**config.mk**
```make
export PLATFORM = sky130hd
export DESIGN_NAME = esc_front
export DESIGN_NICKNAME = d
export VERILOG_FILES = /design/src/rtl/core/esc_pkg.sv /design/src/rtl/core/esc_front.sv
export SDC_FILE = /design/constraint.sdc
export NUM_CORES = 1
export LEC_CHECK = 0
export ABC_AREA = 1
export BUFFER_PORTS_ARGS = -buffer_cell sky130_fd_sc_hd__buf_4
export CORE_MARGIN = 5
export CORE_UTILIZATION = 59
export DETAILED_ROUTE_END_ITERATION = 6
export GPL_ROUTABILITY_DRIVEN = 0
export GPL_TIMING_DRIVEN = 0
export PLACE_DENSITY_LB_ADDON = 0.25
export SLEW_MARGIN = 15
export SYNTH_ARGS = -nofsm -noshare
export SYNTH_HDL_FRONTEND = slang
export SYNTH_SLANG_ARGS = --single-unit
```
**constraint.sdc**
```tcl
create_clock -name clk_i -period 9.7 [get_ports clk_i]
set_input_delay 1.94 -clock clk_i [delete_from_list [all_inputs] [get_ports clk_i]]
set_output_delay 1.94 -clock clk_i [all_outputs]
set_load 0.05 [all_outputs]
```
**src/rtl/core/esc_pkg.sv**
```systemverilog
package esc_pkg;

  localparam int unsigned CfgIdxW  = 3;
  localparam int unsigned CfgDataW = 64;

  localparam logic [CfgIdxW-1:0] CFG_TEMP    = 3'd0;
  localparam logic [CfgIdxW-1:0] CFG_PRESS_A = 3'd1;
  localparam logic [CfgIdxW-1:0] CFG_PRESS_B = 3'd2;
  localparam logic [CfgIdxW-1:0] CFG_MIXED   = 3'd3;
  localparam logic [CfgIdxW-1:0] CFG_HUM     = 3'd4;

  typedef struct packed {
    logic [47:0] temp;
    logic [63:0] press_a;
    logic [63:0] press_b;
    logic [47:0] mixed;
    logic [39:0] hum;
  } cfg_t;

  typedef struct packed {
    logic [19:0] raw_t;
    logic [19:0] raw_p;
    logic [15:0] raw_h;
    logic [31:0] ta;
    logic [31:0] xx;
  } front_item_t;

  function automatic logic [31:0] asr32(logic [31:0] x, int unsigned n);
    logic signed [31:0] s;
    s = x;
    return s >>> n;
  endfunction

  function automatic logic [63:0] asr64(logic [63:0] x, int unsigned n);
    logic signed [63:0] s;
    s = x;
    return s >>> n;
  endfunction

  function automatic logic [31:0] sx16_32(logic [15:0] v);
    return {{16{v[15]}}, v};
  endfunction

  function automatic logic [31:0] sx8_32(logic [7:0] v);
    return {{24{v[7]}}, v};
  endfunction

  function automatic logic [63:0] sx16_64(logic [15:0] v);
    return {{48{v[15]}}, v};
  endfunction

  function automatic logic [63:0] mul64x16s(logic [63:0] a, logic [15:0] b);
    logic signed [63:0] sa;
    logic signed [15:0] sb;
    logic signed [63:0] r;
    sa = a;
    sb = b;
    r  = sa * sb;
    return r;
  endfunction

endpackage

```
**src/rtl/core/esc_front.sv**
```systemverilog
module esc_front import esc_pkg::*; (
  input  logic        clk_i,
  input  logic        rst_ni,
  input  cfg_t        cfg_i,
  input  logic        in_valid_i,
  output logic        in_ready_o,
  input  logic [19:0] raw_temperature_i,
  input  logic [19:0] raw_pressure_i,
  input  logic [15:0] raw_humidity_i,
  output logic        item_valid_o,
  output front_item_t item_o,
  input  logic        item_ready_i
);

  logic        vld_q, vld_d;
  front_item_t item_q;
  logic        accept;
  logic [15:0] t1, t2;
  logic [31:0] d1, dx, ta, xx;

  assign t1 = cfg_i.temp[15:0];
  assign t2 = cfg_i.temp[31:16];

  assign in_ready_o = !vld_q || item_ready_i;
  assign accept     = in_valid_i && in_ready_o;

  // first temperature products
  assign d1 = {15'b0, raw_temperature_i[19:3]} - {15'b0, t1, 1'b0};
  assign ta = d1 * sx16_32(t2);
  assign dx = {16'b0, raw_temperature_i[19:4]} - {16'b0, t1};
  assign xx = dx * dx;

  always_comb begin
    vld_d = vld_q;
    if (accept) begin
      vld_d = 1'b1;
    end else if (item_ready_i) begin
      vld_d = 1'b0;
    end
  end

  always_ff @(posedge clk_i or negedge rst_ni) begin
    if (!rst_ni) begin
      vld_q <= 1'b0;
    end else begin
      vld_q <= vld_d;
    end
  end

  always_ff @(posedge clk_i) begin
    if (accept) begin
      item_q.raw_t <= raw_temperature_i;
      item_q.raw_p <= raw_pressure_i;
      item_q.raw_h <= raw_humidity_i;
      item_q.ta    <= ta;
      item_q.xx    <= xx;
    end
  end

  assign item_valid_o = vld_q;
  assign item_o       = item_q;

endmodule

```
* Word-level counts from Yosys, hierarchy flattened
Index checks and enable logic that the tools add are counted.
** Word-level totals
- RAM bits :: 0
- Latch bits :: 0
- Memories :: 0
- Word-level logic and storage cells :: 16
- Memory bits (read-only) :: 0
- Input bits :: 324
- Output and inout bits :: 122
- Register bits :: 121
** Cells by class
- Magnitude comparators :: 0
- Bitwise logic cells :: 0
- $mul :: 2
- Reductions and logical operators :: 4
- Equality and inequality tests :: 0
- Divide/modulo/power cells :: 0
- Shift operators :: 0
- Multiplexer cells :: 2
- Add/subtract/negate cells :: 2
** Operators with widths (count)
- multiplier 17 x 17 -> 32 bit :: 1
- multiplier 18 x 16 -> 32 bit :: 1
- subtractor 17 x 17 -> 18 bit :: 1
- subtractor 16 x 16 -> 17 bit :: 1
- 2-to-1 mux 1 bit :: 2
- nonzero test 2 bit :: 1
- logical AND 1 bit :: 1
- zero test 1 bit :: 1
- logical OR 1 bit :: 1

* Depth between registers and ports, before layout
- Word-level depth :: 4
- Depth in mapped cells :: 41
- Depth with buffers taken out :: 41

* Worst setup path before layout
No wires, ideal clock.
- Kind :: input-to-reg
- Start point :: input port in_valid_i
- End point :: register item_q (netlist bit item_o[0]), enable pin
- Buffers on the path :: 0
- Setup slack :: 1349 ps
- Stages :: 2
- Data required time :: 9065 ps
- Arrival :: 7715 ps
- Setup time :: 635 ps
- Path through :: inv_1 a21oi_1
** On the way
- Longest elaborated chain between the ends :: 1
** Ends and longest elaborated chain
- start, declared :: RTL line esc_front.sv:5 : input logic in_valid_i,
- logical AND 1 bit :: RTL line esc_front.sv:25 : assign accept = in_valid_i && in_ready_o;
- via accept :: RTL line esc_front.sv:17 : logic accept;
- end, declared :: RTL line esc_front.sv:16 : front_item_t item_q;
The timed path passes the listed nets, and every way through them passes these cells.
A chain may end at the register's enable or synchronous reset.

* Final worst setup path
- Start point :: input port raw_temperature_i[4]
- End point :: register item_q (netlist bit item_o[31]), data pin
** On the way
- Longest elaborated chain between the ends :: 2
** Ends and longest elaborated chain
- start, declared :: RTL line esc_front.sv:7 : input logic [19:0] raw_temperature_i,
- subtractor 16 x 16 -> 17 bit :: RTL line esc_front.sv:30 : assign dx = {16'b0, raw_temperature_i[19:4]} - {16'b0, t1};
- multiplier 17 x 17 -> 32 bit :: RTL line esc_front.sv:31 : assign xx = dx * dx;
- via xx[31] :: RTL line esc_front.sv:19 : logic [31:0] d1, dx, ta, xx;
The timed path passes the listed nets, and every way through them passes these cells.

==> results by group <==
Worst hold path
  – Hold Path Cell Cnt: 2
  – Hold Crit Class: reg2reg
  – HP Start: item_valid_o$_DFFE_PN0P_
  – Worst Hold Path EP: item_valid_o$_DFFE_PN0P_

Placement
  – Dpl ws: 0.125 ns
  – DPL Wire Length: 52800 um
  – Port Buffers: 208
  – Dpl cells: 3499

Critical path
  – Crit end category: flip-flop
  – Reg2reg setup slack: 7.79 ns
  – Worst r2r path cells: 3
  – Slowest-stage cell, CP: fa_1
  – Crit path top cell by count: nand2_1
  – Reg2Reg Launch Point: item_valid_o$_DFFE_PN0P_
  – CP arrival: 9.48 ns
  – CP required: 9.94 ns
  – Crit-path max FO: 10
  – FF-to-FF End: item_o[111]$_DFFE_PP_
  – Max stage delay on crit path: 0.84 ns
  – Crit path kind: in2reg
  – CP Launch Type: primary input

Detailed routing
  – DR pass1 iterations: 7
  – DR vias/cell: 5.43
  – Detail Route Antenna Nets: 0
  – Total Wirelength: 62700 um
  – DR WL/cell: 17.8 um
  – DRT iter0 DRCs: 1691
  – DR vias: 19.2k
  – Post-route DRC: 2

Synth
  – Post-synth top area share: 43.1%
  – Post-Syn Area: 0.0247 mm2
  – Avg Cell Area, Syn: 8.99 um2
  – Main area contributors after synthesis: fa_1, edfxtp_1, inv_1
  – Gate Count Post-Synth: 2748
  – Post-synth EDFFs: 119
  – Seq cells post-synth: 120
  – Synth Net Count: 3783
  – Ys flop type: edfxtp_1
  – Yosys warns: 0
  – Post-synth ARST share: 0.833%
  – Sequential element share of the synthesized area: 14.6%
  – Synth area leader: fa_1
  – Synth cell types: 49

STA
  – Least-Margin Pin Slew: 0.976 ns
  – Fmax: 108 MHz
  – Clk_skew: 0.0118 ns
  – Final Slew Violations: 0
  – Fin crit share: 95.3%
  – Max-slew headroom: 35.0%
  – Final min period: 9.24 ns
  – Hold Violations, Final: 0
  – Final setup viols: 0
  – Final worst slack: 0.459 ns
  – RSZ-0062 raised after global routing: false
  – Hold WS: 0.589 ns

CTS
  – Post-CTS setup buffers: 0
  – Clock sink count: 120
  – CTS Root Cell: clkbuf_16
  – Clock latency on the worst-skew pair: 0.50 ns
  – CTS tree: built
  – TritonCTS Buffers: 17
  – CTS Hold Bufs: 0
  – Post-cts sizing count: 0
  – Clock tree buffer depth: 2
  – Clock-pin transition on the worst setup and hold timing paths: 0.06 ns
  – H-tree levels: 4

Final layout
  – Register Area: 0.00360 mm2
  – Fillers: 3372
  – Final Core Density: 66.5%
  – Antenna fix cells: 0
  – Area of the multi-input gates: 0.0178 mm2
  – Most common library cell in the layout ignoring fill and taps: inv_1
  – Nets: 4014
  – Layout cell share with drive strength beyond 1: 11.1%
  – Most frequent cells in the layout: inv_1, fa_1, nand2_1
  – Layout Cells excl Fill: 3531
  – Synth-to-Final Area Change: 12.1%

Die
  – Full die area: 0.0461 mm2
  – Number of placement rows: 75
  – Die Height: 215 um
  – Die width: 215 um
  – Core box area: 0.0417 mm2
  – I/O Pins: 446
  – Initial Util: 59.3%

Global routing
  – Initial antenna violation count: 2
  – Total gr overflow: 0
  – GR Util All Layers: 28.4%
  – Number of global-route vias before repair: 20.7k
  – Largest net degree at the start of global routing: 27
  – First-pass GRT wire length: 103000 um

Status
  – Outcome: complete, but fails checks
  – Failing checks: DRC

Job
  – MaxCap Viol Count: 0
[cells in the mapped netlist (all sizes together) (7+ instances only)]
master  count
nor2      267
ha        179
clkbuf     31
or2        10
buf        39
a21o        7
fa        532
inv       776
nand3      53
o21ai      38
nand2     491
xnor2      28
a21oi      77
xor2       46
nor3        9
edfxtp    119
nand4      10
[critical path, delay by kind of cell]
kind / cells / cell delay, ns
AO/OA/AOI/OAI: 2 / 0.59
buffers and inverters: 8 / 1.00
adder cells (fa/ha/maj): 9 / 4.18
AND/OR/NAND/NOR: 12 / 1.75
[worst max path at each step]
stage	from	end	slack (ns)	depth (start not counted)
floorplan	in_valid_i	item_o[0]$_DFFE_PP_	1.35	2
global placement	in_valid_i	item_o[118]$_DFFE_PP_	-1.12	3
detailed placement	raw_temperature_i[4]	item_o[31]$_DFFE_PP_	0.12	31
CTS	raw_temperature_i[4]	item_o[31]$_DFFE_PP_	0.61	33
global route	raw_temperature_i[4]	item_o[31]$_DFFE_PP_	0.1	31
finish	raw_temperature_i[4]	item_o[31]$_DFFE_PP_	0.46	31
[through the flow]
| stage | TNS, ns | area, um2 |
|---|---|---|
| CTS | 0 | 27700 |
| global placement | -130.30 | 26900 |
| global route | 0 | 27700 |
| detailed placement | 0 | 27000 |
| floorplan | 0 | 24700 |
| finish | 0 | 27700 |
[kinds of logic after synthesis]
logic type / synth area share, %
XOR/XNOR: 2.62
AO/OA/AOI/OAI: 3.40
other: 0.0152
adder cells (fa/ha/maj): 52.2
buffers and inverters: 13.4
AND/OR/NAND/NOR: 13.8
flip-flops: 14.6
[final cells by class]
cell class	instances	area share (%)
Buffer	70	1.32
Clock buffer	18	1.55
Clock inverter	14	0.800
Inverter	781	10.6
Multi-Input combinational cell	1777	64.3
Sequential cell	120	13.0
Tap cell	539	2.44
Timing Repair Buffer	212	5.98
[metal layers]
metal / wire (um) / global-route usage (%)
met1: 23400 / 36.3
met2: 29300 / 45.4
met3: 7180 / 8.77
met4: 2810 / 12.2
met5: 35 / 0
[registers in the layout (all words and copies together) (netlist names)]
signal,cells
item_o,119
item_valid_o,1
Power is left out: the tool's default activity adds up to more than one toggle a clock period on the data nets, which glitch-free logic cannot reach.
