`src/rtl/core/esc_pkg.sv`:
```
package esc_pkg;

  localparam int unsigned CfgIdxW  = 3;
  localparam int unsigned CfgDataW = 64;

  localparam logic [CfgIdxW-1:0] CFG_TEMP    = 3'd0;
  localparam logic [CfgIdxW-1:0] CFG_PRESS_A = 3'd1;
  localparam logic [CfgIdxW-1:0] CFG_PRESS_B = 3'd2;
  localparam logic [CfgIdxW-1:0] CFG_MIXED   = 3'd3;
  localparam logic [CfgIdxW-1:0] CFG_HUM     = 3'd4;

  typedef struct packed {
    logic [47:0] temp;
    logic [63:0] press_a;
    logic [63:0] press_b;
    logic [47:0] mixed;
    logic [39:0] hum;
  } cfg_t;

  typedef struct packed {
    logic [19:0] raw_t;
    logic [19:0] raw_p;
    logic [15:0] raw_h;
    logic [31:0] ta;
    logic [31:0] xx;
  } front_item_t;

  function automatic logic [31:0] asr32(logic [31:0] x, int unsigned n);
    logic signed [31:0] s;
    s = x;
    return s >>> n;
  endfunction

  function automatic logic [63:0] asr64(logic [63:0] x, int unsigned n);
    logic signed [63:0] s;
    s = x;
    return s >>> n;
  endfunction

  function automatic logic [31:0] sx16_32(logic [15:0] v);
    return {{16{v[15]}}, v};
  endfunction

  function automatic logic [31:0] sx8_32(logic [7:0] v);
    return {{24{v[7]}}, v};
  endfunction

  function automatic logic [63:0] sx16_64(logic [15:0] v);
    return {{48{v[15]}}, v};
  endfunction

  function automatic logic [63:0] mul64x16s(logic [63:0] a, logic [15:0] b);
    logic signed [63:0] sa;
    logic signed [15:0] sb;
    logic signed [63:0] r;
    sa = a;
    sb = b;
    r  = sa * sb;
    return r;
  endfunction

endpackage

```
`src/rtl/core/esc_queue.sv`:
```
module esc_queue import esc_pkg::*; #(
  parameter int unsigned Depth = 2
) (
  input  logic        clk_i,
  input  logic        rst_ni,
  input  logic        push_valid_i,
  output logic        push_ready_o,
  input  front_item_t push_item_i,
  output logic        pop_valid_o,
  input  logic        pop_ready_i,
  output front_item_t pop_item_o
);

  localparam int unsigned PtrW = $clog2(Depth);
  localparam int unsigned CntW = $clog2(Depth + 1);

  front_item_t           mem_q [Depth];
  logic [PtrW-1:0]       wr_ptr_q, wr_ptr_d, rd_ptr_q, rd_ptr_d;
  logic [CntW-1:0]       cnt_q, cnt_d;
  logic                  push, pop;

  assign push_ready_o = cnt_q != CntW'(Depth);
  assign pop_valid_o  = cnt_q != '0;
  assign push         = push_valid_i && push_ready_o;
  assign pop          = pop_valid_o && pop_ready_i;
  assign pop_item_o   = mem_q[rd_ptr_q];

  always_comb begin
    wr_ptr_d = wr_ptr_q;
    rd_ptr_d = rd_ptr_q;
    cnt_d    = cnt_q;
    if (push) begin
      wr_ptr_d = (wr_ptr_q == PtrW'(Depth - 1)) ? '0 : wr_ptr_q + PtrW'(1);
    end
    if (pop) begin
      rd_ptr_d = (rd_ptr_q == PtrW'(Depth - 1)) ? '0 : rd_ptr_q + PtrW'(1);
    end
    if (push && !pop) begin
      cnt_d = cnt_q + CntW'(1);
    end else if (pop && !push) begin
      cnt_d = cnt_q - CntW'(1);
    end
  end

  always_ff @(posedge clk_i or negedge rst_ni) begin
    if (!rst_ni) begin
      wr_ptr_q <= '0;
      rd_ptr_q <= '0;
      cnt_q    <= '0;
    end else begin
      wr_ptr_q <= wr_ptr_d;
      rd_ptr_q <= rd_ptr_d;
      cnt_q    <= cnt_d;
    end
  end

  always_ff @(posedge clk_i) begin
    if (push) begin
      mem_q[wr_ptr_q] <= push_item_i;
    end
  end

endmodule

```
`config.mk`:
```
export PLATFORM = sky130hd
export DESIGN_NAME = esc_queue
export DESIGN_NICKNAME = d
export VERILOG_FILES = /design/src/rtl/core/esc_pkg.sv /design/src/rtl/core/esc_queue.sv
export SDC_FILE = /design/constraint.sdc
export NUM_CORES = 1
export LEC_CHECK = 0
export BUFFER_PORTS_ARGS = -buffer_cell sky130_fd_sc_hd__clkbuf_2
export CORE_UTILIZATION = 40
export CTS_CLUSTER_DIAMETER = 120
export CTS_CLUSTER_SIZE = 20
export DETAILED_ROUTE_END_ITERATION = 8
export PLACE_DENSITY = 0.63
export SLEW_MARGIN = 20
export SYNTH_ARGS = -nofsm -noshare
export SYNTH_HDL_FRONTEND = slang
export SYNTH_SLANG_ARGS = --single-unit
```
`constraint.sdc`:
```
create_clock -name clk_i -period 16.4 [get_ports clk_i]
set_clock_uncertainty 0.05 [all_clocks]
set_input_delay 0.82 -clock clk_i [delete_from_list [all_inputs] [get_ports clk_i]]
set_output_delay 0.82 -clock clk_i [all_outputs]
set_load 0.005 [all_outputs]
```
# Word-level counts from Yosys, hierarchy flattened
# Memory sizes are Yosys's and may differ from the RTL's.
# Index checks and enable logic that the tools add are counted.
totals:
  regBits: 4
  mem_count: 1
  mem_bits_rw: 240
  word_cells: 23
  inputBits: 124
  rom_bits: 0
  latchBits: 0
  out_inout_bits: 122
op_classes:
  order_cmp: 0
  n_mul: 0
  n_reduce_logical: 8
  div: 0
  add_sub_neg: 4
  shifts: 0
  bitwise: 0
  n_eq_ne: 1
  muxes: 6
memory_table:
  columns: ["memory", "depth", "word_bits", "rd", "rd_ports_with_merged_regs", "wr", "line", "source"]
  rows:
  - ["mem_q", 2, 120, 1, 0, 1, "esc_queue.sv:17", "front_item_t mem_q [Depth];"]
ops:
  columns: ["operator", "count"]
  rows:
  - ["1-bit logical AND", 4]
  - ["1-bit 2-to-1 mux", 4]
  - ["2-bit 2-to-1 mux", 2]
  - ["2-bit nonzero test", 2]
  - ["1-bit adder, second input constant", 2]
  - ["2-bit by 1-bit adder with 2-bit output, second input constant", 1]
  - ["1-bit logical NOT", 2]
  - ["2-bit inequality test, second input constant", 1]
  - ["2-bit by 1-bit subtractor with 2-bit output, second input constant", 1]

# Longest topological paths before layout
# Gate-level depths: netlist of run 1.
depth:
  depth_word: 6
  ltp_mapped: 7
  depth_no_buf: 7

# Worst setup path before layout of run 1
# No wires, ideal clock.
synth_timing:
  path_type: "input-to-reg"
  start: "in push_valid_i"
  end: "mem mem_q[0][0] (netlist bit), enable pin"
  required_ps: 15750
  setup_time_ps: 600
  slack_ps: 9852
  cell_stages: 2
  n_path_buf: 0
  arrival_time_ps: 5898
  path_cell_list: "nand2_1 > nor2_1"
synth_via:
  elab_chain_cells: 3
synth_lines:
  columns: ["item", "line", "source"]
  rows:
  - ["start: declaration", "esc_queue.sv:6", "input logic push_valid_i,"]
  - ["1-bit logical AND", "esc_queue.sv:24", "assign push = push_valid_i && push_ready_o;"]
  - ["1-bit 2-to-1 mux", "esc_queue.sv:58", "if (push) begin"]
  - ["1-bit 2-to-1 mux (not written as such)", "esc_queue.sv:59", "mem_q[wr_ptr_q] <= push_item_i;"]
  - ["end: declaration", "esc_queue.sv:17", null]
# No other way between the ends.

==> out/metrics.yaml, run 1 <==
run_status:
  outcome: "complete, no violations"
yosys:
  synth_warnings: 0
  synthArstFlopShare_pct: 1.64
  synthesis.nets: 516
  synthMostInstantiatedCell: "edfxtp_1"
  synth_edf_count: 240
  synth_common_cells: "edfxtp_1, mux2_2, buf_6"
  synth_area_leaders: "edfxtp_1, mux2_2, buf_6"
  synthCells: 391
  yosysTopAreaCell: "edfxtp_1"
  synth_cell_types: 15
  synth_area_um2: 8880
  synth_top_area_share_pct: 81.2
  seq_area_frac_synth_pct: 82.3
  synthFlopType: "edfxtp_1"
  avgSynthCellArea_um2: 22.7
  ys_ff_latch: 244
power:
  p_per_area_nw_per_um2: 164
  switching_power_mw: 0.483
  netSwitchingFraction_pct: 27.2
  comb_power_share_pct: 27.4
  clock_power_share_pct: 21.3
  internal-power_mw: 1.29
  p_leak_nw: 4.06
  ir_worst_vdd_v: 0.000108
  seq_power_share_pct: 51.3
placed_design:
  gp_congestion: 0.739
  dp_hpwl_um: 10700
  io_buffers: 245
worst_setup_path:
  r2r-start: "cnt_q[0]$_DFFE_PN0P_"
  slowest_delay_ns: 0.94
  r2r_cells: 3
  cp_slowest_cell: "dfrtp_4"
  path_class: "flip-flop to output port"
  cp.arrival_ns: 2.79
  required_ns: 15.53
  path_cells: "buf_4 > mux2_2 > clkbuf_2"
  r2r_end: "mem_q[1][93]$_DFFE_PP_"
  r2r_setup_slack_ns: 13.74
  crit_fanout: 63
  end_kind: "output port"
  cp-start-kind: "flip-flop"
cells_and_area:
  final_layout_size_suffix_gt1_share_pct: 60.2
  diodes: 0
  fillCellCount: 1826
  area_growth_pct: 22.1
  nNetsFinal: 770
  fin_util_pct: 49.7
routing:
  via_per_inst: 4.72
  drt_iter0_markers: 153
  wirelength_um: 15900
  dr_total_vias: 4392
  avgRoutedWirePerCell_um: 17.1
  drtAntennaViolNets: 0
  drt_first_pass_iters: 4
  drcViolationCount: 0
timing:
  fmax_mhz: 273
  max_slew_margin_pct: 34.6
  finalCritPeriodShare_pct: 22.3
  tightest_slew_ns: 0.981
  final_hold_viol_count: 0
  fin_crit_ns: 3.66
  rsz0062_at_grt: "no"
  finalSetupViolations: 0
  final.setup.tns_ns: 0
  slew_viol_final: 0
global_route:
  grt_pass1_vias: 4501
  grt_overflow: 0
  antenna_found_initial: 0
  grt_usage_pct: 13.3
  grt_max_degree: 73
  grt_first_pass_wirelength_um: 23100
floorplan:
  rows: 54
  core_area_um2: 21800
  die_w_um: 151
  start_util_pct: 40.7
  fp.dieH_um: 151
  num_io_pins: 246
  die-area_um2: 22800
clocking:
  cts_buffer_depth: 3
  ctsResizeCount: 0
  clkTransAtPathRegs_ns: 0.08
  clk_latency_ns: 0.49
  cts_made_buffers: 16
  cts_root_buffer: "clkbuf_16"
  cts_tree: "built"
  cts_setup_buffers: 0
  h-tree-depth: 1
  cts.sinks: 244
  cts_hold_buf: 0
hold_path:
  min_path_type: "input port to async pin"
run:
  drv_cap: 0
## area by class of cell
cell class | instances | area [um2] | share of cell area (%)
clock inverter | 1 | 16.3 | 0.150
sequential | 244 | 7310 | 67.5
tap | 280 | 350 | 3.23
timing repair buffer | 249 | 1260 | 11.6
multi-input combinational | 133 | 1450 | 13.4
inverter | 1 | 3.75 | 0.0346
clock buffer | 22 | 444 | 4.10
## how the worst max path moves through the flow
stage,start,endpoint,slack (ns)
2_1_floorplan,push_valid_i,mem_q[0][0]$_DFFE_PP_,9.85
3_3_place_gp,rd_ptr_q$_DFFE_PN0P_,pop_item_o[84],13.23
3_5_place_dp,rd_ptr_q$_DFFE_PN0P_,pop_item_o[84],13.18
4_1_cts,rd_ptr_q$_DFFE_PN0P_,pop_item_o[84],12.64
5_1_grt,rd_ptr_q$_DFFE_PN0P_,pop_item_o[84],12.55
6_report,rd_ptr_q$_DFFE_PN0P_,pop_item_o[84],12.74
## stage by stage
stage,setup WS (ns),std cells,total power [mW],hold WS [ns],instance area (um2)
finish,12.74,930,1.78,0.0690,10800
global route,12.55,930,1.87,0.0526,10800
CTS,12.64,930,1.81,0.0512,10800
detailed placement,13.18,907,1.43,0.445,10400
global placement,13.23,907,1.41,0.424,10400
floorplan,9.85,391,1.24,0.406,8880
## critical path, delay by kind of cell (launching register included)
| family | cells | cell delay [ns] |
|---|---|---|
| buffers and inverters | 2 | 0.85 |
| DFF | 1 | 0.94 |
| muxes | 1 | 0.43 |
## layout by cell type (no fill, tap or decap)
master / instances
and3_4: 1
buf_4: 4
clkbuf_1: 5
clkbuf_16: 17
clkbuf_2: 245
dfrtp_1: 3
dfrtp_4: 1
edfxtp_1: 240
ha_1: 1
inv_1: 1
inv_12: 1
mux2_2: 120
nand2_1: 2
nand2b_1: 1
nor2_1: 1
nor2_4: 1
or2_2: 1
xnor2_1: 3
xor2_1: 2
## layer usage
layer / global-route usage [%] / share of wire [%]
met5: 0 / 0
met4: 4.00 / 2.4
met3: 4.34 / 8.4
met2: 22.3 / 50
met1: 16.2 / 39
## power groups by stage
stage          Sequential, mW  Combinational [mW]  Clock (mW)
3_5_place_dp            0.929               0.498           0
5_1_grt                 0.927               0.533       0.411
3_3_place_gp            0.920               0.490           0
6_report                0.911               0.486       0.378
2_1_floorplan           0.909               0.328           0
4_1_cts                 0.915               0.501       0.393
## flip-flops by register name, summed over array words and instances (netlist names)
name and cells:
mem_q 240, wr_ptr_q 1, cnt_q 2, rd_ptr_q 1
## kinds of logic (layout without fill, tap and decap cells)
group         Yosys count  in the layout  share of synthesized area [%]
simple gates            7              7                          0.381
flops                 244            244                           82.3
fa+ha+maj               1              1                          0.141
xor+xnor                5              5                          0.493
mux                   120            120                           15.2
buf+inv                14            273                           1.44
Note: power is estimated with default switching activity, not from simulation.
==> inputs of run 2 (changes only) <==
==> constraint.sdc (replaced) <==
create_clock -name clk_i -period 3.78 [get_ports clk_i]
set_clock_uncertainty 0.05 [all_clocks]
set_input_delay 0.189 -clock clk_i [delete_from_list [all_inputs] [get_ports clk_i]]
set_output_delay 0.189 -clock clk_i [all_outputs]
set_load 0.005 [all_outputs]
==> run 2 against run 1 <==
  * Combinational power rose to 4.7 times the previous value
  * First-iteration DRC count down 15%
  * Via count increased by 11%
  * Critical path depth stayed put
  * Global-route usage rose by 1.6 points
  * Sequential share of layout area fell by 7.0 points
  * Sequential power grew to 4.3 times the previous value
  * Non-clock buffer count is 123 higher
  * Critical path type unchanged
  * Highest routed layer unchanged
==> out/metrics.yaml, run 2 (synthesis results as in run 1) <==
clocking:
  cts_root_buffer: "clkbuf_16"
  cts_setup_buffers: 0  # unchanged
  clk_latency_ns: 0.47  # -0.02 ns
  cts.sinks: 244  # unchanged
  cts_buffer_depth: 3  # unchanged
  cts_tree: "built"
  ctsResizeCount: 0  # unchanged
  cts_made_buffers: 16  # unchanged
  clkTransAtPathRegs_ns: 0.08  # about the same
  h-tree-depth: 1  # unchanged
worst_setup_path:
  startpoint: "rd_ptr_q$_DFFE_PN0P_"
  r2r-start: "cnt_q[0]$_DFFE_PN0P_"
  path_class: "flip-flop to output port"
  crit_family: "flip-flops"
  cp-start-kind: "flip-flop"
  crit_fanout: 67  # +6.3%
  end_kind: "output port"
  slowest_delay_ns: 0.90  # -0.04 ns
  path_cells: "buf_12 > mux2_2 > clkbuf_2"
  cp_num_buf_inv: 2  # unchanged
  required_ns: 3.54  # -11.99 ns
  cp.arrival_ns: 2.42  # -0.37 ns
  cp_slowest_cell: "dfrtp_4"
floorplan:
  die-area_um2: 22800  # unchanged
  die_w_um: 151  # unchanged
  rows: 54  # unchanged
  start_util_pct: 40.7  # unchanged
  num_io_pins: 246  # unchanged
  fp.dieH_um: 151  # unchanged
  core_area_um2: 21800  # unchanged
timing:
  finalCritPeriodShare_pct: 70.4
  rsz0062_at_grt: "no"
  fmax_mhz: 376
  fin_crit_ns: 2.66
  max_slew_margin_pct: 30.5  # -4.1 points
  final_hold_viol_count: 0  # unchanged
  final.setup.tns_ns: 0  # unchanged
  setup_ws_ns: 1.12  # -11.61 ns
  finalSetupViolations: 0  # unchanged
  tightest_slew_ns: 1.04  # +0.0618 ns
  slew_viol_final: 0  # unchanged
cells_and_area:
  area_growth_pct: 36.2
  top_regs: "mem_q: 240 flops, cnt_q: 2 flops"
  fillCellCount: 1683  # -7.8%
  layoutNonFillerInstCount: 1053  # +13%
  nNetsFinal: 893  # +16%
  final_cell_mix: "clkbuf_2, edfxtp_1, dlygate4sd3_1"
  final_common_cell: "clkbuf_2"
  fin_util_pct: 55.4  # +5.8 points
  stdcell_area_um2: 12100  # +12%
  final_layout_size_suffix_gt1_share_pct: 50.6  # -9.6 points
  largest_reg_flops: 240  # unchanged
  diodes: 0  # unchanged
  regMostFlops: "mem_q"
power:
  netSwitchingFraction_pct: 27.4  # +0.16 points
  p_per_area_nw_per_um2: 650  # +300%
  comb_power_share_pct: 28.9  # +1.5 points
  switching_power_mw: 2.15  # +350%
  internal-power_mw: 5.71  # +340%
  seq_power_share_pct: 50.2  # -1.1 points
  ir_worst_vdd_v: 0.000484  # +350%
  clock_power_share_pct: 20.9  # -0.4 points
  p_leak_nw: 4.58  # +13%
placed_design:
  dp_slack_ns: 1.58  # -11.59 ns
  io_buffers: 245  # unchanged
  gp_congestion: 0.737  # -0.31%
  placed_cell_area_um2: 10400  # +0.24%
  dp_hpwl_um: 10400  # -3.0%
  place_inst: 907  # unchanged
routing:
  dr_total_vias: 4856  # +11%
  drt_iter0_markers: 130  # -15%
  drtAntennaViolNets: 0  # unchanged
  avgRoutedWirePerCell_um: 16.4  # -4.1%
  via_per_inst: 4.61  # -2.4%
  wirelength_um: 17200  # +8.5%
  drcViolationCount: 0  # unchanged
  drt_first_pass_iters: 4  # unchanged
global_route:
  grt_pass1_vias: 5241  # +16%
  antenna_found_initial: 0  # unchanged
  grt_first_pass_wirelength_um: 25900  # +12%
  grt_max_degree: 79  # +8.2%
  grt_overflow: 0  # unchanged
  grt_usage_pct: 14.8  # +1.6 points
hold_path:
  hp-start: "push_valid_i"
  min_path_type: "input port to flip-flop"
run:
  drv_cap: 0  # unchanged
run_status:
  outcome: "complete, no violations"
## run 2: timing repair
| action | in CTS | in global routing |
|---|---|---|
| setup endpoints to repair | 0 | 0 |
| hold buffers | 123 | 0 |
| endpoints found under the hold margin | 245 | 0 |
## run 2: cell type report
| type | count | area, um2 | share of cell area [%] |
|---|---|---|---|
| Sequential cell | 244 | 7310 | 60.5 |
| Multi-Input combinational cell | 133 | 1450 | 12.0 |
| Clock inverter | 1 | 16.3 | 0.135 |
| Clock buffer | 22 | 444 | 3.67 |
| Tap cell | 280 | 350 | 2.90 |
| Inverter | 1 | 3.75 | 0.0310 |
| Timing Repair Buffer | 372 | 2510 | 20.8 |
## run 2: final timing paths
check                                         end  slack, ns  cells past startpoint
max                               pop_item_o[111]       1.12                      3
min                          wr_ptr_q$_DFFE_PN0P_       0.04                      3
max reg2reg                mem_q[1][94]$_DFFE_PP_       1.60                      3
min reg2reg                  cnt_q[1]$_DFFE_PN0P_       0.44                      1
max in group asynchronous    rd_ptr_q$_DFFE_PN0P_       2.91                      3
min in group asynchronous    rd_ptr_q$_DFFE_PN0P_       0.58                      3
## run 2: power by group through the flow
stage | logic [mW] | clock network, mW | registers (mW)
finish | 2.27 | 1.64 | 3.95
global placement | 2.18 | 0 | 3.98
CTS | 2.32 | 1.71 | 3.96
global route | 2.48 | 1.78 | 4.02
detailed placement | 2.20 | 0 | 4.02
floorplan | 1.43 | 0 | 3.87
## run 2: routing by layer
metal / track usage, % / vias up / routed length (um) / share of wire, %
met5: 0 / - / 0 / 0
met4: 4.45 / 0 / 290 / 1.7
met3: 3.34 / 24 / 976 / 5.7
met2: 27.2 / 151 / 9000 / 52
met1: 17.1 / 2374 / 6980 / 40
li1: - / 2307 / - / -
## run 2: tightest hold or removal path, stage by stage
cell and delay, ns:
clkbuf_2 0.09, nand2_1 0.15, xnor2_1 0.09
## run 2: through the flow
stage	hold WS (ns)	total power, mW
after detailed placement	-0.0423	6.22
after global placement	-0.0517	6.17
after floorplan	-0.157	5.30
final	0.0379	7.86
after global routing	0.0605	8.29
after CTS	0.00672	7.99
==> inputs of run 3 (changes only) <==
--- a/config.mk
+++ b/config.mk
@@ -10,7 +10,7 @@
 export CTS_CLUSTER_DIAMETER = 120
 export CTS_CLUSTER_SIZE = 20
 export DETAILED_ROUTE_END_ITERATION = 8
-export PLACE_DENSITY = 0.63
+export PLACE_DENSITY = 0.65
 export SLEW_MARGIN = 20
 export SYNTH_ARGS = -nofsm -noshare
 export SYNTH_HDL_FRONTEND = slang
==> constraint.sdc (replaced) <==
create_clock -name clk_i -period 2.3 [get_ports clk_i]
set_clock_uncertainty 0.05 [all_clocks]
set_input_delay 0.115 -clock clk_i [delete_from_list [all_inputs] [get_ports clk_i]]
set_output_delay 0.115 -clock clk_i [all_outputs]
set_load 0.005 [all_outputs]
==> run 3 against run 2 <==
  * Register-to-register slack got worse by 0.92 ns
  * Critical path depth did not move
  * Global-route usage rose by 0.14 points
  * Hold slack improved by 0.27 ns
  * Combinational power rose by 75%
  * Clock-buffer cell count did not move
  * Worst setup slack got worse by 0.98 ns
  * Cell count rose by 0.47%
  * Non-clock buffer count rose by 5
  * First-iteration DRC count rose by 5.4%
==> out/metrics.yaml, run 3 (synthesis results as in run 1) <==
global_route:
  grt_first_pass_wirelength_um: 26300  # +1.5%
  grt_pass1_vias: 5349  # +2.1%
  grt_overflow: 0  # unchanged
  grt_usage_pct: 15.0  # +0.14 points
  grt_max_degree: 64  # -19%
  antenna_found_initial: 0  # unchanged
clocking:
  cts_made_buffers: 16  # unchanged
  clk_latency_ns: 0.48  # about the same
  cts_tree: "built"
  cts_root_buffer: "clkbuf_16"
  clkTransAtPathRegs_ns: 0.08  # about the same
  ctsResizeCount: 0  # unchanged
  cts.sinks: 244  # unchanged
  h-tree-depth: 1  # unchanged
  cts_setup_buffers: 0  # unchanged
  cts_buffer_depth: 3  # unchanged
worst_setup_path:
  crit_fanout: 51  # -24%
  r2r_cells: 4  # +1
  r2r_end: "mem_q[0][18]$_DFFE_PP_"
  path_cells: "buf_12 > mux2_2 > clkbuf_2"
  crit_family: "flip-flops"
  cp_slowest_cell: "dfrtp_4"
  r2r_setup_slack_ns: 0.68  # -0.92 ns
  end_kind: "output port"
  cp.arrival_ns: 2.00  # -0.42 ns
  required_ns: 2.13  # -1.41 ns
  cp_num_buf_inv: 2  # unchanged
  r2r-start: "cnt_q[0]$_DFFE_PN0P_"
  cp-start-kind: "flip-flop"
  slowest_delay_ns: 0.65  # -0.25 ns
  cp.depth: 3  # unchanged
  path_class: "flip-flop to output port"
cells_and_area:
  nNetsFinal: 898  # +0.56%
  top_regs: "mem_q: 240 flops, cnt_q: 2 flops"
  final_layout_size_suffix_gt1_share_pct: 51.0  # +0.45 points
  diodes: 0  # unchanged
  regMostFlops: "mem_q"
  final_cell_mix: "clkbuf_2, edfxtp_1, dlygate4sd3_1"
  area_growth_pct: 37.4
  layoutNonFillerInstCount: 1058  # +0.47%
  final_common_cell: "clkbuf_2"
  fin_util_pct: 55.9  # +0.48 points
  largest_reg_flops: 240  # unchanged
routing:
  drtAntennaViolNets: 0  # unchanged
  avgRoutedWirePerCell_um: 16.5  # +0.50%
  wirelength_um: 17400  # +0.98%
  dr_total_vias: 4945  # +1.8%
  drt_iter0_markers: 137  # +5.4%
  drcViolationCount: 0  # unchanged
  via_per_inst: 4.67  # +1.4%
  drt_first_pass_iters: 4  # unchanged
timing:
  finalCritPeriodShare_pct: 94.0
  holdWs_ns: 0.311  # +0.273 ns
  slew_viol_final: 0  # unchanged
  final.setup.tns_ns: 0  # unchanged
  fmax_mhz: 462
  rsz0062_at_grt: "no"
  fin_crit_ns: 2.16
  setup_ws_ns: 0.137  # -0.983 ns
  tightest_slew_ns: 0.367  # -0.676 ns
  finalSetupViolations: 0  # unchanged
  final_hold_viol_count: 0  # unchanged
  max_slew_margin_pct: 75.5  # +45 points
placed_design:
  dp_hpwl_um: 11200  # +7.5%
  io_buffers: 245  # unchanged
  gp_congestion: 0.706  # -4.2%
  dp_slack_ns: 0.630  # -0.954 ns
  place_inst: 911  # +0.44%
floorplan:
  rows: 54  # unchanged
  num_io_pins: 246  # unchanged
  core_area_um2: 21800  # unchanged
  start_util_pct: 40.7  # unchanged
  die_w_um: 151  # unchanged
  die-area_um2: 22800  # unchanged
  fp.dieH_um: 151  # unchanged
hold_path:
  min_to: "mem_q[0][105]$_DFFE_PP_"
  hp-start: "push_item_i[105]"
  min_path_type: "input port to flip-flop"
  hold_path_depth: 2  # -1
power:
  p_leak_nw: 4.62  # +1.0%
  p_per_area_nw_per_um2: 1070  # +65%
  ir_worst_vdd_v: 0.000827  # +71%
run:
  drv_cap: 0  # unchanged
run_status:
  outcome: "complete, no violations"
[run 3: cell types whose count changed in the layout (fill, tap and decap cells not counted)]
| cell | previous run | this run |
|---|---|---|
| dlygate4sd3_1 | 123 | 124 |
| nand2b_4 | 0 | 1 |
| nand2_1 | 2 | 1 |
| nand2_4 | 0 | 1 |
| nand2b_1 | 1 | 0 |
| buf_12 | 2 | 6 |
[run 3: worst max-delay path by stage]
stage / slack [ns] / from / to
floorplan: -0.55 / cnt_q[0]$_DFFE_PN0P_ / mem_q[0][0]$_DFFE_PP_
global placement: 0.65 / rd_ptr_q$_DFFE_PN0P_ / pop_item_o[119]
detailed placement: 0.63 / rd_ptr_q$_DFFE_PN0P_ / pop_item_o[10]
CTS: 0.10 / rd_ptr_q$_DFFE_PN0P_ / pop_item_o[10]
global route: 0.04 / rd_ptr_q$_DFFE_PN0P_ / pop_item_o[95]
finish: 0.14 / rd_ptr_q$_DFFE_PN0P_ / pop_item_o[119]
[run 3: cell type report]
type	instances	area, um2
clock inverter	1	16.3
fill	1686	9630
multi-input combinational	133	1470
tap	280	350
timing repair buffer	377	2600
clock buffer	22	444
inverter	1	3.75
sequential	244	7310
[run 3: worst reg2reg max path, delay by kind of cell (launching register included)]
family	cells	cell delay, ns
simple gates	3	0.44
flops	1	0.42
buf+inv	1	0.32
[run 3: timing repair]
action / in CTS / in global routing
hold buffers: 124 / 0
hold endpoints to repair: 247 / 0
setup endpoints to repair: 0 / 0
[run 3: per-layer routing]
metal  vias to the layer above  track usage [%]  part of all wire [%]  routed length, um
li1                       2305                -                     -                  -
met1                      2443             17.0                    39               6730
met2                       169             28.2                    53               9300
met3                        28             3.40                   6.5               1130
met4                         0             3.60                   1.5                258
met5                         -                0                     0                  0
[run 3: power breakdown]
part	internal, mW	switching, mW
sequential	6.07	0.318
clock	1.37	1.35
combinational	2.06	1.91
[run 3: metrics by stage]
stage | area [um2] | power [mW]
final | 12200 | 13.1
after global routing | 12200 | 13.8
after CTS | 12200 | 13.3
after detailed placement | 10500 | 10.4
after global placement | 10500 | 10.2
after floorplan | 8900 | 8.74
